==> src/hw/rtl/afd_pkg.sv <==
// Package for the API frame deframer: phase and status codes, frame constants
// and the word type passed from the input stage to the parser.
// No dependencies.
package afd_pkg;

  // Frame constants
  localparam logic [7:0] DELIMITER        = 8'h7E;
  localparam logic [7:0] SUM_GOOD         = 8'hFF;
  localparam logic [7:0] HUNT_LIMIT_RESET = 8'd30;
  localparam logic [7:0] COUNT_MAX        = 8'hFF;

  // Input word kinds
  localparam logic KIND_ATTN = 1'b0;
  localparam logic KIND_BYTE = 1'b1;

  // Parser phase
  typedef enum logic [2:0] {
    PH_IDLE    = 3'd0,
    PH_HUNT    = 3'd1,
    PH_LEN_HI  = 3'd2,
    PH_LEN_LO  = 3'd3,
    PH_PAYLOAD = 3'd4,
    PH_CHECK   = 3'd5
  } phase_t;

  // Result status
  typedef enum logic [1:0] {
    ST_PAYLOAD = 2'd0,
    ST_GOOD    = 2'd1,
    ST_BAD     = 2'd2,
    ST_TIMEOUT = 2'd3
  } status_t;

  // One input word as held by the input stage
  typedef struct packed {
    logic       kind;
    logic [7:0] rx_byte;
  } in_word_t;

endpackage

==> src/hw/rtl/afd_in_if.sv <==
// Input channel of the API frame deframer: valid/ready plus one input word.
// No dependencies.
interface afd_in_if;
  logic       valid;
  logic       ready;
  logic       kind;
  logic [7:0] rx_byte;

  modport source (output valid, output kind, output rx_byte, input ready);
  modport sink   (input valid, input kind, input rx_byte, output ready);
endinterface

==> src/hw/rtl/afd_out_if.sv <==
// Result channel of the API frame deframer: valid/ready plus one result word.
// No dependencies.
interface afd_out_if;
  logic       valid;
  logic       ready;
  logic [1:0] status;
  logic [7:0] out_byte;
  logic       last;

  modport source (output valid, output status, output out_byte, output last, input ready);
  modport sink   (input valid, input status, input out_byte, input last, output ready);
endinterface

==> src/hw/rtl/afd_in_stage.sv <==
// Input register of the deframer: captures one word from the input channel
// and holds it until the parser takes it. Depends on afd_pkg, afd_in_if.
module afd_in_stage (
  input  logic              clk,
  input  logic              rst,
  afd_in_if.sink            in_ch,
  output logic              word_valid,
  output afd_pkg::in_word_t word,
  input  logic              take
);
  import afd_pkg::*;

  logic held;

  // Free when empty or when the held word leaves this cycle
  assign in_ch.ready = !held || take;
  assign word_valid  = held;

  // Occupancy
  always_ff @(posedge clk) begin
    if (rst) begin
      held <= 1'b0;
    end else if (in_ch.valid && in_ch.ready) begin
      held <= 1'b1;
    end else if (take) begin
      held <= 1'b0;
    end
  end

  // Payload, no reset
  always_ff @(posedge clk) begin
    if (in_ch.valid && in_ch.ready) begin
      word.kind    <= in_ch.kind;
      word.rx_byte <= in_ch.rx_byte;
    end
  end

endmodule

==> src/hw/rtl/afd_parser.sv <==
// Frame parser of the deframer: phase register, hunt counter, length and
// running sum, with the result register on the output channel.
// Depends on afd_pkg, afd_out_if.
module afd_parser (
  input  logic              clk,
  input  logic              rst,
  input  logic [7:0]        hunt_limit,
  input  logic              word_valid,
  input  afd_pkg::in_word_t word,
  output logic              take,
  afd_out_if.source         out_ch
);
  import afd_pkg::*;

  phase_t     phase, phase_next;
  logic [7:0] hunt_count, hunt_count_next;
  logic [7:0] bytes_left, bytes_left_next;
  logic [7:0] running_sum, running_sum_next;

  logic       emit;
  status_t    res_status;
  logic [7:0] res_byte;
  logic       res_last;

  logic       out_valid;
  status_t    out_status;
  logic [7:0] out_byte;
  logic       out_last;

  logic       is_delim;
  logic [7:0] sum_add;
  logic [7:0] count_inc;

  // Take a word whenever the result register is free or draining
  assign take = word_valid && (!out_valid || out_ch.ready);

  assign is_delim  = (word.rx_byte == DELIMITER);
  assign sum_add   = running_sum + word.rx_byte;
  assign count_inc = (!is_delim && hunt_count != COUNT_MAX) ? hunt_count + 8'd1 : hunt_count;

  // Next state and result for the word on offer
  always_comb begin
    phase_next       = phase;
    hunt_count_next  = hunt_count;
    bytes_left_next  = bytes_left;
    running_sum_next = running_sum;
    emit             = 1'b0;
    res_status       = ST_PAYLOAD;
    res_byte         = 8'd0;
    res_last         = 1'b0;

    if (word.kind == KIND_ATTN) begin
      // Attention starts a hunt only from idle (unused codes count as idle)
      case (phase)
        PH_HUNT, PH_LEN_HI, PH_LEN_LO, PH_PAYLOAD, PH_CHECK: begin
        end
        default: begin
          hunt_count_next  = 8'd0;
          running_sum_next = 8'd0;
          phase_next       = PH_HUNT;
        end
      endcase
    end else begin
      case (phase)
        PH_HUNT: begin
          if (is_delim && hunt_count < hunt_limit) begin
            phase_next = PH_LEN_HI;
          end else begin
            hunt_count_next = count_inc;
            if (is_delim || count_inc >= hunt_limit) begin
              phase_next = PH_IDLE;
              emit       = 1'b1;
              res_status = ST_TIMEOUT;
              res_last   = 1'b1;
            end
          end
        end
        PH_LEN_HI: begin
          phase_next = PH_LEN_LO;
        end
        PH_LEN_LO: begin
          bytes_left_next = word.rx_byte;
          phase_next      = (word.rx_byte == 8'd0) ? PH_CHECK : PH_PAYLOAD;
        end
        PH_PAYLOAD: begin
          running_sum_next = sum_add;
          bytes_left_next  = bytes_left - 8'd1;
          if (bytes_left == 8'd1) begin
            phase_next = PH_CHECK;
          end
          emit     = 1'b1;
          res_byte = word.rx_byte;
        end
        PH_CHECK: begin
          running_sum_next = sum_add;
          phase_next       = PH_IDLE;
          emit             = 1'b1;
          res_status       = (sum_add == SUM_GOOD) ? ST_GOOD : ST_BAD;
          res_byte         = word.rx_byte;
          res_last         = 1'b1;
        end
        default: begin
          phase_next = PH_IDLE;
        end
      endcase
    end
  end

  // State registers
  always_ff @(posedge clk) begin
    if (rst) begin
      phase       <= PH_IDLE;
      hunt_count  <= 8'd0;
      bytes_left  <= 8'd0;
      running_sum <= 8'd0;
    end else if (take) begin
      phase       <= phase_next;
      hunt_count  <= hunt_count_next;
      bytes_left  <= bytes_left_next;
      running_sum <= running_sum_next;
    end
  end

  // Result register: valid flag
  always_ff @(posedge clk) begin
    if (rst) begin
      out_valid <= 1'b0;
    end else if (take) begin
      out_valid <= emit;
    end else if (out_ch.ready) begin
      out_valid <= 1'b0;
    end
  end

  // Result register: payload
  always_ff @(posedge clk) begin
    if (take && emit) begin
      out_status <= res_status;
      out_byte   <= res_byte;
      out_last   <= res_last;
    end
  end

  assign out_ch.valid    = out_valid;
  assign out_ch.status   = out_status;
  assign out_ch.out_byte = out_byte;
  assign out_ch.last     = out_last;

  // Checks
  a_end_to_idle: assert property (@(posedge clk) disable iff (rst)
    (take && emit && res_last) |=> (phase == PH_IDLE))
    else $error("frame end did not return to idle");

  a_count_down: assert property (@(posedge clk) disable iff (rst)
    (take && word.kind == KIND_BYTE && phase == PH_PAYLOAD)
      |=> (bytes_left == $past(bytes_left) - 8'd1))
    else $error("payload count did not step down");

  a_result_source: assert property (@(posedge clk) disable iff (rst)
    $rose(out_valid) |-> $past(take))
    else $error("result appeared without a word taken");

  a_last_matches: assert property (@(posedge clk) disable iff (rst)
    out_valid |-> (out_last == (out_status != ST_PAYLOAD)))
    else $error("last flag disagrees with status");

endmodule

==> src/hw/rtl/api_frame_deframer.sv <==
// Top level of the API frame deframer: hunt limit register, input stage and
// parser. Depends on afd_pkg, afd_in_if, afd_out_if, afd_in_stage, afd_parser.
//
//  channel   dir  handshake          payload
//  in_ch     in   valid / ready      kind, rx_byte
//  out_ch    out  valid / ready      status, out_byte, last
//  cfg       in   cfg_we (no ready)  cfg_data -> hunt_limit
//
// One word a cycle sustained while out_ch is ready; a word passes through the input
// register, then the result register, before its result appears.
// Synchronous reset clears phase, counters, the sum and both valid flags;
// hunt_limit returns to 30.
// A stalled result holds the result register; the input register still takes
// one more word, then ready drops until the result drains.
module api_frame_deframer (
  input  logic       clk,
  input  logic       rst,
  afd_in_if.sink     in_ch,
  afd_out_if.source  out_ch,
  input  logic       cfg_we,
  input  logic [7:0] cfg_data
);
  import afd_pkg::*;

  logic       [7:0] hunt_limit;
  logic             word_valid;
  in_word_t         word;
  logic             take;

  // Configuration register
  always_ff @(posedge clk) begin
    if (rst) begin
      hunt_limit <= HUNT_LIMIT_RESET;
    end else if (cfg_we) begin
      hunt_limit <= cfg_data;
    end
  end

  afd_in_stage u_in_stage (
    .clk        (clk),
    .rst        (rst),
    .in_ch      (in_ch),
    .word_valid (word_valid),
    .word       (word),
    .take       (take)
  );

  afd_parser u_parser (
    .clk        (clk),
    .rst        (rst),
    .hunt_limit (hunt_limit),
    .word_valid (word_valid),
    .word       (word),
    .take       (take),
    .out_ch     (out_ch)
  );

endmodule
==> src/flat_wrapper.sv <==
// flat-port wrapper written by rule: the top's interface ports become plain ports
module api_frame_deframer_flat import afd_pkg::*;
  (clk, rst, cfg_we, cfg_data, in_ch_valid, in_ch_kind, in_ch_rx_byte, in_ch_ready, out_ch_valid, out_ch_status, out_ch_out_byte, out_ch_last, out_ch_ready);
  afd_in_if in_ch_i ();
  afd_out_if out_ch_i ();
  input  logic clk;
  input  logic rst;
  input  logic cfg_we;
  input  logic [7:0] cfg_data;
  input wire logic [$bits(in_ch_i.valid)-1:0] in_ch_valid;
  input wire logic [$bits(in_ch_i.kind)-1:0] in_ch_kind;
  input wire logic [$bits(in_ch_i.rx_byte)-1:0] in_ch_rx_byte;
  output wire logic [$bits(in_ch_i.ready)-1:0] in_ch_ready;
  output wire logic [$bits(out_ch_i.valid)-1:0] out_ch_valid;
  output wire logic [$bits(out_ch_i.status)-1:0] out_ch_status;
  output wire logic [$bits(out_ch_i.out_byte)-1:0] out_ch_out_byte;
  output wire logic [$bits(out_ch_i.last)-1:0] out_ch_last;
  input wire logic [$bits(out_ch_i.ready)-1:0] out_ch_ready;
  assign in_ch_i.valid = in_ch_valid;
  assign in_ch_i.kind = in_ch_kind;
  assign in_ch_i.rx_byte = in_ch_rx_byte;
  assign in_ch_ready = in_ch_i.ready;
  assign out_ch_valid = out_ch_i.valid;
  assign out_ch_status = out_ch_i.status;
  assign out_ch_out_byte = out_ch_i.out_byte;
  assign out_ch_last = out_ch_i.last;
  assign out_ch_i.ready = out_ch_ready;
  api_frame_deframer u_core (.clk(clk), .rst(rst), .in_ch(in_ch_i), .out_ch(out_ch_i), .cfg_we(cfg_we), .cfg_data(cfg_data));
endmodule
==> config.mk <==
export PLATFORM = sky130hd
export DESIGN_NAME = api_frame_deframer_flat
export DESIGN_NICKNAME = d
export VERILOG_FILES = /design/src/hw/rtl/afd_pkg.sv /design/src/hw/rtl/afd_in_if.sv /design/src/hw/rtl/afd_out_if.sv /design/src/hw/rtl/afd_in_stage.sv /design/src/hw/rtl/afd_parser.sv /design/src/hw/rtl/api_frame_deframer.sv /design/src/flat_wrapper.sv
export SDC_FILE = /design/constraint.sdc
export NUM_CORES = 1
export LEC_CHECK = 0
export BUFFER_PORTS_ARGS = -buffer_cell sky130_fd_sc_hd__buf_2
export CORE_MARGIN = 10
export CORE_UTILIZATION = 45
export CTS_BUF_LIST = sky130_fd_sc_hd__clkbuf_8 sky130_fd_sc_hd__clkbuf_16
export CTS_CLUSTER_SIZE = 10
export DETAILED_ROUTE_END_ITERATION = 7
export PLACE_DENSITY = 0.63
export SYNTH_ARGS = -nofsm -noshare
export SYNTH_HDL_FRONTEND = slang
export SYNTH_SLANG_ARGS = --single-unit
export TNS_END_PERCENT = 10
==> constraint.sdc <==
create_clock -name clk -period 10.03 [get_ports clk]
set_input_delay 0.5015 -clock clk [delete_from_list [all_inputs] [get_ports clk]]
set_output_delay 0.5015 -clock clk [all_outputs]
set_load 0.05 [all_outputs]
### Yosys cells after proc, flatten, opt, wreduce, memory -nomap -nowiden

Cells that the tools add are included.

| storage, ports and cells | value |
|---|---|
| bits in registers | 57 |
| input port bits | 22 |
| output and inout port bits | 13 |
| word-level logic and storage cells | 82 |

| operators by class | value |
|---|---|
| eq/ne operators | 15 |
| multiplexer cells | 28 |
| magnitude comparators | 2 |
| $add $sub $neg | 3 |
| reduce and logical (&&, ||, !) cells | 22 |

Operator list:

| kind | number |
|---|---|
| 2-to-1 mux 8 bit | 7 |
| one-hot mux 8 bit (2 select lines) | 1 |
| 2-to-1 mux 3 bit | 5 |
| one-hot mux 3 bit (4 select lines) | 1 |
| adder 8 x 1 -> 8 bit (second input constant) | 1 |
| adder 8 bit | 1 |
| == test 8 x 1 -> 1 bit (second input constant) | 1 |
| == test 8 x 7 -> 1 bit (second input constant) | 1 |
| == test 8 bit (second input constant) | 1 |
| >= comparator 8 bit | 1 |
| logical NOT 8 bit | 1 |
| < comparator 8 bit | 1 |
| 2-to-1 mux 1 bit | 8 |
| inequality test 8 bit (second input constant) | 1 |
| AND reduction 4 bit | 2 |
| subtractor 8 x 1 -> 8 bit (second input constant) | 1 |
| == test 3 x 2 -> 1 bit (second input constant) | 2 |
| == test 3 bit (second input constant) | 2 |
| 2-to-1 mux 2 bit | 3 |
| inequality test 2 bit (second input constant) | 3 |
| AND reduction 3 bit | 2 |
| nonzero test 2 bit | 3 |
| logical AND 1 bit | 5 |
| OR reduction 5 bit | 1 |
| 10 further kinds | 15 |

### Depth between registers and ports, before layout

| logic depth | value |
|---|---|
| word-level depth | 11 |
| gate-level depth with buffers | 12 |
| mapped depth without buffers | 12 |

### Cells and area by module

Synthesis repeated with hierarchy kept, for this count alone.

| unflattened totals | value |
|---|---|
| cell total of the unflattened synthesis | 370 |
| area total of the unflattened synthesis | 3,611.0 um^2 |

By module, submodules not included:

| module | instances | area an instance (um^2) | cells an instance | sequential area each (um^2) |
|---|---|---|---|---|
| afd_parser | 1 | 2,987.9 | 330 | 890.9 |
| afd_in_stage | 1 | 325.3 | 14 | 290.3 |
| api_frame_deframer | 1 | 297.8 | 26 | 160.2 |

### Worst setup path before layout

No wires, ideal clock.

| timing | value |
|---|---|
| kind | reg2reg |
| start | register u_core.u_in_stage.word[0] (netlist name) |
| end | register u_core.u_parser.out_last (netlist: u_core.u_parser.out_ch.last) (enable) |
| data arrival time | 3.038 ns |
| library setup time | 0.378 ns |
| required time | 9.652 ns |
| clock period less this slack | 3.416 ns |
| cell stages (with the launch flop) | 12 |
| path buffers | 0 |
| path slack | 6.614 ns |
| cells stage by stage | edfxtp_1 > nand4bb_4 > or2_2 > nand2_1 > mux2_2 > ha_1 > o21ai_0 > o21ai_0 > a21oi_1 > nor3b_1 > nor2_1 > nor2_1 |

| on the way | value |
|---|---|
| longest elaborated chain between the ends | 11 |
| elaborated cells on any way between the ends | 12 |
| classes of those cells | order compare: 1; eq/ne: 1; mux: 5; reduce/logical: 5 |

RTL lines:

| element | RTL line | RTL |
|---|---|---|
| == test 8 x 7 -> 1 bit (*) | afd_parser.sv:37 | `assign is_delim = (word.rx_byte == DELIMITER);` |
| logical NOT 1 bit | afd_parser.sv:39 | `assign count_inc = (!is_delim && hunt_count != COUNT_MAX) ? hunt_count + 8'd1 : hunt_count;` |
| logical AND 1 bit | afd_parser.sv:39 |  |
| 2-to-1 mux 8 bit | afd_parser.sv:39 |  |
| >= comparator 8 bit | afd_parser.sv:70 | `if (is_delim \|\| count_inc >= hunt_limit) begin` |
| logical OR 1 bit | afd_parser.sv:70 |  |
| 2-to-1 mux 1 bit | afd_parser.sv:70 |  |
| 2-to-1 mux 1 bit (*) | afd_parser.sv:66 | `if (is_delim && hunt_count < hunt_limit) begin` |
| one-hot mux 1 bit (2 select lines) (*) | afd_parser.sv:64 | `case (phase)` |
| 2-to-1 mux 1 bit (*) | afd_parser.sv:52 | `if (word.kind == KIND_ATTN) begin` |
| logical AND 1 bit (*) | afd_parser.sv:137 | `if (take && emit) begin` |
| to (signal assigned) | afd_parser.sv:140 | `out_last <= res_last;` |
| to (decl) | afd_parser.sv:28 | `logic out_last;` |

Mark *: on every way between the ends. The rest lies on a longest branch, timed or not.
A chain may end at the register's enable or synchronous reset.

### Final worst setup path

| timing | value |
|---|---|
| start | register u_core.u_in_stage.word[0] (netlist name) |
| end | register u_core.u_parser.out_byte[2] (netlist: u_core.u_parser.out_ch.out_byte[2]) (enable) |

| on the way | value |
|---|---|
| longest elaborated chain between the ends | 11 |
| elaborated cells on any way between the ends | 12 |
| classes of those cells | order compare: 1; eq/ne: 1; mux: 5; reduce/logical: 5 |

RTL lines:

| element | RTL line | RTL |
|---|---|---|
| == test 8 x 7 -> 1 bit (*) | afd_parser.sv:37 |  |
| logical NOT 1 bit | afd_parser.sv:39 |  |
| logical AND 1 bit | afd_parser.sv:39 |  |
| 2-to-1 mux 8 bit | afd_parser.sv:39 |  |
| >= comparator 8 bit | afd_parser.sv:70 |  |
| logical OR 1 bit | afd_parser.sv:70 |  |
| 2-to-1 mux 1 bit | afd_parser.sv:70 |  |
| 2-to-1 mux 1 bit (*) | afd_parser.sv:66 |  |
| one-hot mux 1 bit (2 select lines) (*) | afd_parser.sv:64 |  |
| 2-to-1 mux 1 bit (*) | afd_parser.sv:52 |  |
| logical AND 1 bit (*) | afd_parser.sv:137 |  |
| to (signal assigned) | afd_parser.sv:139 | `out_byte <= res_byte;` |
| to (decl) | afd_parser.sv:27 | `logic [7:0] out_byte;` |

Marks and branches as above.

==> out/metrics.cfg <==
[status]
run_status=completed

[sta]
setup_viol_count_final=0
finalHoldViolations=0
tightestPinTransition_ps=772
totalNegativeSetupSlack_ps=0
maxSlewViolCount=0
final_cycle_utilization_of_the_critical_path=0.391
worst_slew_margin_rel=0.483
fmax_ghz=0.255
clock-skew-final_ps=5.89
period_needed_ps=3920
rsz0062_at_grt=false

[synthesis]
fraction_of_synthesized_area_in_multiplexers=0.0185
synthesized_area_fraction_occupied_by_xor_and_xnor_cells=0.0336
ys.warnings.count=0
synth_edf_count=20
ys_types=62
synth_simple_gate_area_share=0.235
synth_top_flop_cell=sky130_fd_sc_hd__dfxtp_1
synth_compound_area_frac=0.183
syn_avg_cell_area_um2=9.07
yosys_register_bits=57
syn-instance-count=373
synth_top_family_by_area=simple AND/OR/NAND/NOR gates
synth-adder-area-share=0.0983
post_synthesis_sequential_area_ratio=0.396
synth.net_count=421
async_reset_ff_frac=0
syn-cell-area_um2=3380

[floorplanning]
initial_core_utilization=0.464
placeableCoreArea_um2=7290
io_pins=35
fp.dieArea_um2=11400
die_width_um=107
die-height_um=107
num_rows=31

[place]
dp.final_hpwl_mm=6.01
buffer_ports.inserted=34
placedCellCount=494
placed_area_um2=3620
gp_congestion=0.900

[critical_path]
cp.required_ps=10000
critical_path_class=flop to flop
worstPathArrival_ps=3890
critical_path.startpoint_type=flop
crit_path_max_fanout=11
cp-end-kind=flop

[global_routing]
grt_start_max_net_pins=33
grt_pass1_wl_mm=13.4
grt.overflow.total=0
global_route_usage_over_all_layers=0.145
grt_pass1_vias=2725
grt_antenna_before_repair=0

[clock_tree]
tritoncts=built
cts-buffers-inserted=9
post_cts_buffers=0
cts_root_buf=sky130_fd_sc_hd__clkbuf_8
cts.path.max_buffers=2
clock_latency_ps=340
clk_pin_slew_ps=60
cts_resized=0
cts_hold_buf=0
cts.sinks=57
ctsHtreeMaxLevel=3

[cells_and_area]
final_cells=510
finalInstanceArea_um2=3810
area.sequential_um2=1340
multi_input_comb_area_um2=1920
layout-drive-gt1-share=0.153
antenna_cells_inserted=0
final.fill_count=701
area_growth_syn_to_layout_pct=12.6
fin_nets=454

[drt]
vias_per_cell=5.52
wire_length_reported_by_the_detailed_router_mm=7.98
vias=2813
postRouteAntennaNets=0
drc_errors=0
route.detailed.wl_per_inst_um=15.7
detailedRoute.firstPassIterationCount=5
detailedRoute.firstIterationViolations=162

[worst_hold_path]
hold_path_class=input port to flop

[power_and_ir_drop]
max_rail_drop_vdd_mv=0.0907
power_mw=0.495
p_per_area_nw_per_um2=130
static-leakage-power_nw=1.57

[job]
drv_cap=0

[power by group]
| part | total, mW | leakage (nW) | internal, mW | switching [mW] |
|---|---|---|---|---|
| sequential | 0.250 | 0.514 | 0.244 | 0.00596 |
| clock | 0.203 | 0.0955 | 0.112 | 0.0915 |
| combinational | 0.0418 | 0.963 | 0.0170 | 0.0248 |
| total | 0.495 | 1.57 | 0.373 | 0.122 |
[layer usage]
metal  global-route usage  up-vias  wire [um]
met3               0.0377       12        586
met4               0.0600        0        106
li1                     -     1428          -
met2                0.214       82       3440
met5                    0        -          0
met1                0.195     1291       3850
[per-stage QoR]
stage	worst slack (ps)	hold slack, ps	utilization
5_1_grt	5810	329	0.522
3_5_place_dp	6130	453	0.497
6_report	6110	332	0.522
3_3_place_gp	6240	448	0.497
4_1_cts	6110	328	0.522
2_1_floorplan	6610	435	-
[critical path, stage by stage, from the launching register on]
cell                        delay (ps)
sky130_fd_sc_hd__edfxtp_1          470
sky130_fd_sc_hd__nand4bb_4         290
sky130_fd_sc_hd__or2_2             320
sky130_fd_sc_hd__nand2_1           170
sky130_fd_sc_hd__mux2_2            370
sky130_fd_sc_hd__ha_1              280
sky130_fd_sc_hd__o21ai_0            70
sky130_fd_sc_hd__o21ai_0           170
sky130_fd_sc_hd__a21oi_1           130
sky130_fd_sc_hd__nor3b_1           550
sky130_fd_sc_hd__nor2_1            100
sky130_fd_sc_hd__nor2_1            620
[Yosys cell counts, drive strengths merged, types with 3 or more instances]
library cell,count,share of area
nor2,43,0.048
dfxtp,37,0.22
nand2,32,0.035
a21oi,30,0.051
ha,25,0.092
edfxtp,20,0.18
o21ai,18,0.028
inv,14,0.016
nand3,13,0.019
and3,9,0.017
a211oi,8,0.019
and2,8,0.015
nand2b,8,0.015
o211ai,8,0.018
clkbuf,7,0.0078
xor2,7,0.018
buf,6,0.011
nand4,6,0.013
nor3,6,0.010
xnor2,6,0.016
nor4,5,0.011
a21o,4,0.0089
mux2i,4,0.012
nor3b,4,0.0089
or3,4,0.010
a22oi,3,0.0067
nor2b,3,0.0055
o21a,3,0.0067
o21bai,3,0.0067
o22ai,3,0.0055
o32ai,3,0.0078
[flip-flops by register name, indices dropped and copies added, names as in the netlist, 2 cells and up]
signal	count
u_core.u_parser.out_ch.out_byte	8
u_core.hunt_limit	8
u_core.u_parser.out_ch.status	2
u_core.u_parser.hunt_count	8
u_core.u_in_stage.word	9
u_core.u_parser.bytes_left	8
u_core.u_parser.phase	3
u_core.u_parser.running_sum	8
[logic make-up (layout without fill, tap and decap cells)]
family | Yosys count | count (layout)
adders and majority gates | 26 | 26
AOI/OAI and AO/OA | 93 | 93
muxes | 6 | 6
DFF | 57 | 57
xor gates and xnor gates | 13 | 13
buffers and inverters | 28 | 66
and+or+nand+nor | 150 | 150
[layout by cell type (no fill, tap or decap), types with 3 or more instances in the layout]
| master | instances |
|---|---|
| sky130_fd_sc_hd__a21oi_1 | 28 |
| sky130_fd_sc_hd__clkinv_1 | 3 |
| sky130_fd_sc_hd__o21a_1 | 3 |
| sky130_fd_sc_hd__a211oi_1 | 7 |
| sky130_fd_sc_hd__buf_2 | 34 |
| sky130_fd_sc_hd__a22oi_1 | 3 |
| sky130_fd_sc_hd__nor3_1 | 5 |
| sky130_fd_sc_hd__o21bai_1 | 3 |
| sky130_fd_sc_hd__a21o_1 | 4 |
| sky130_fd_sc_hd__nor4_1 | 4 |
| sky130_fd_sc_hd__nor2b_1 | 3 |
| sky130_fd_sc_hd__nand4_1 | 5 |
| sky130_fd_sc_hd__o211ai_1 | 8 |
| sky130_fd_sc_hd__xnor2_1 | 6 |
| sky130_fd_sc_hd__edfxtp_1 | 20 |
| sky130_fd_sc_hd__nand3_1 | 13 |
| sky130_fd_sc_hd__and2_1 | 8 |
| sky130_fd_sc_hd__nor3b_1 | 4 |
| sky130_fd_sc_hd__nand2_1 | 32 |
| sky130_fd_sc_hd__ha_1 | 25 |
| sky130_fd_sc_hd__nor2_1 | 43 |
| sky130_fd_sc_hd__inv_1 | 15 |
| sky130_fd_sc_hd__o32ai_1 | 3 |
| sky130_fd_sc_hd__mux2i_1 | 4 |
| sky130_fd_sc_hd__o21ai_0 | 14 |
| sky130_fd_sc_hd__and3_1 | 8 |
| sky130_fd_sc_hd__dfxtp_1 | 37 |
| sky130_fd_sc_hd__o21ai_1 | 3 |
| sky130_fd_sc_hd__xor2_1 | 7 |
| sky130_fd_sc_hd__clkbuf_8 | 9 |
| sky130_fd_sc_hd__nand2b_1 | 8 |
| sky130_fd_sc_hd__o22ai_1 | 3 |
[path summary, 6_finish.rpt]
path | start | endpoint | slack [ps] | depth (start not counted)
setup / recovery | u_core.u_in_stage.word[0] | u_core.u_parser.out_ch.out_byte[2] | 6110 | 11
hold / removal | in_ch_rx_byte[5] | u_core.u_in_stage.word[5] | 330 | 1
setup reg to reg | u_core.u_in_stage.word[0] | u_core.u_parser.out_ch.out_byte[2] | 6110 | 11
hold reg to reg | u_core.u_parser.running_sum[2] | u_core.u_parser.running_sum[2] | 460 | 2
[layout make-up]
| class | count | area share |
|---|---|---|
| Inverter | 15 | 0.0148 |
| Timing Repair Buffer | 35 | 0.0466 |
| Sequential cell | 57 | 0.352 |
| Tap cell | 99 | 0.0325 |
| Clock buffer | 9 | 0.0325 |
| Clock inverter | 7 | 0.0164 |
| Multi-Input combinational cell | 288 | 0.505 |
Power figures use the tool's default switching activity.
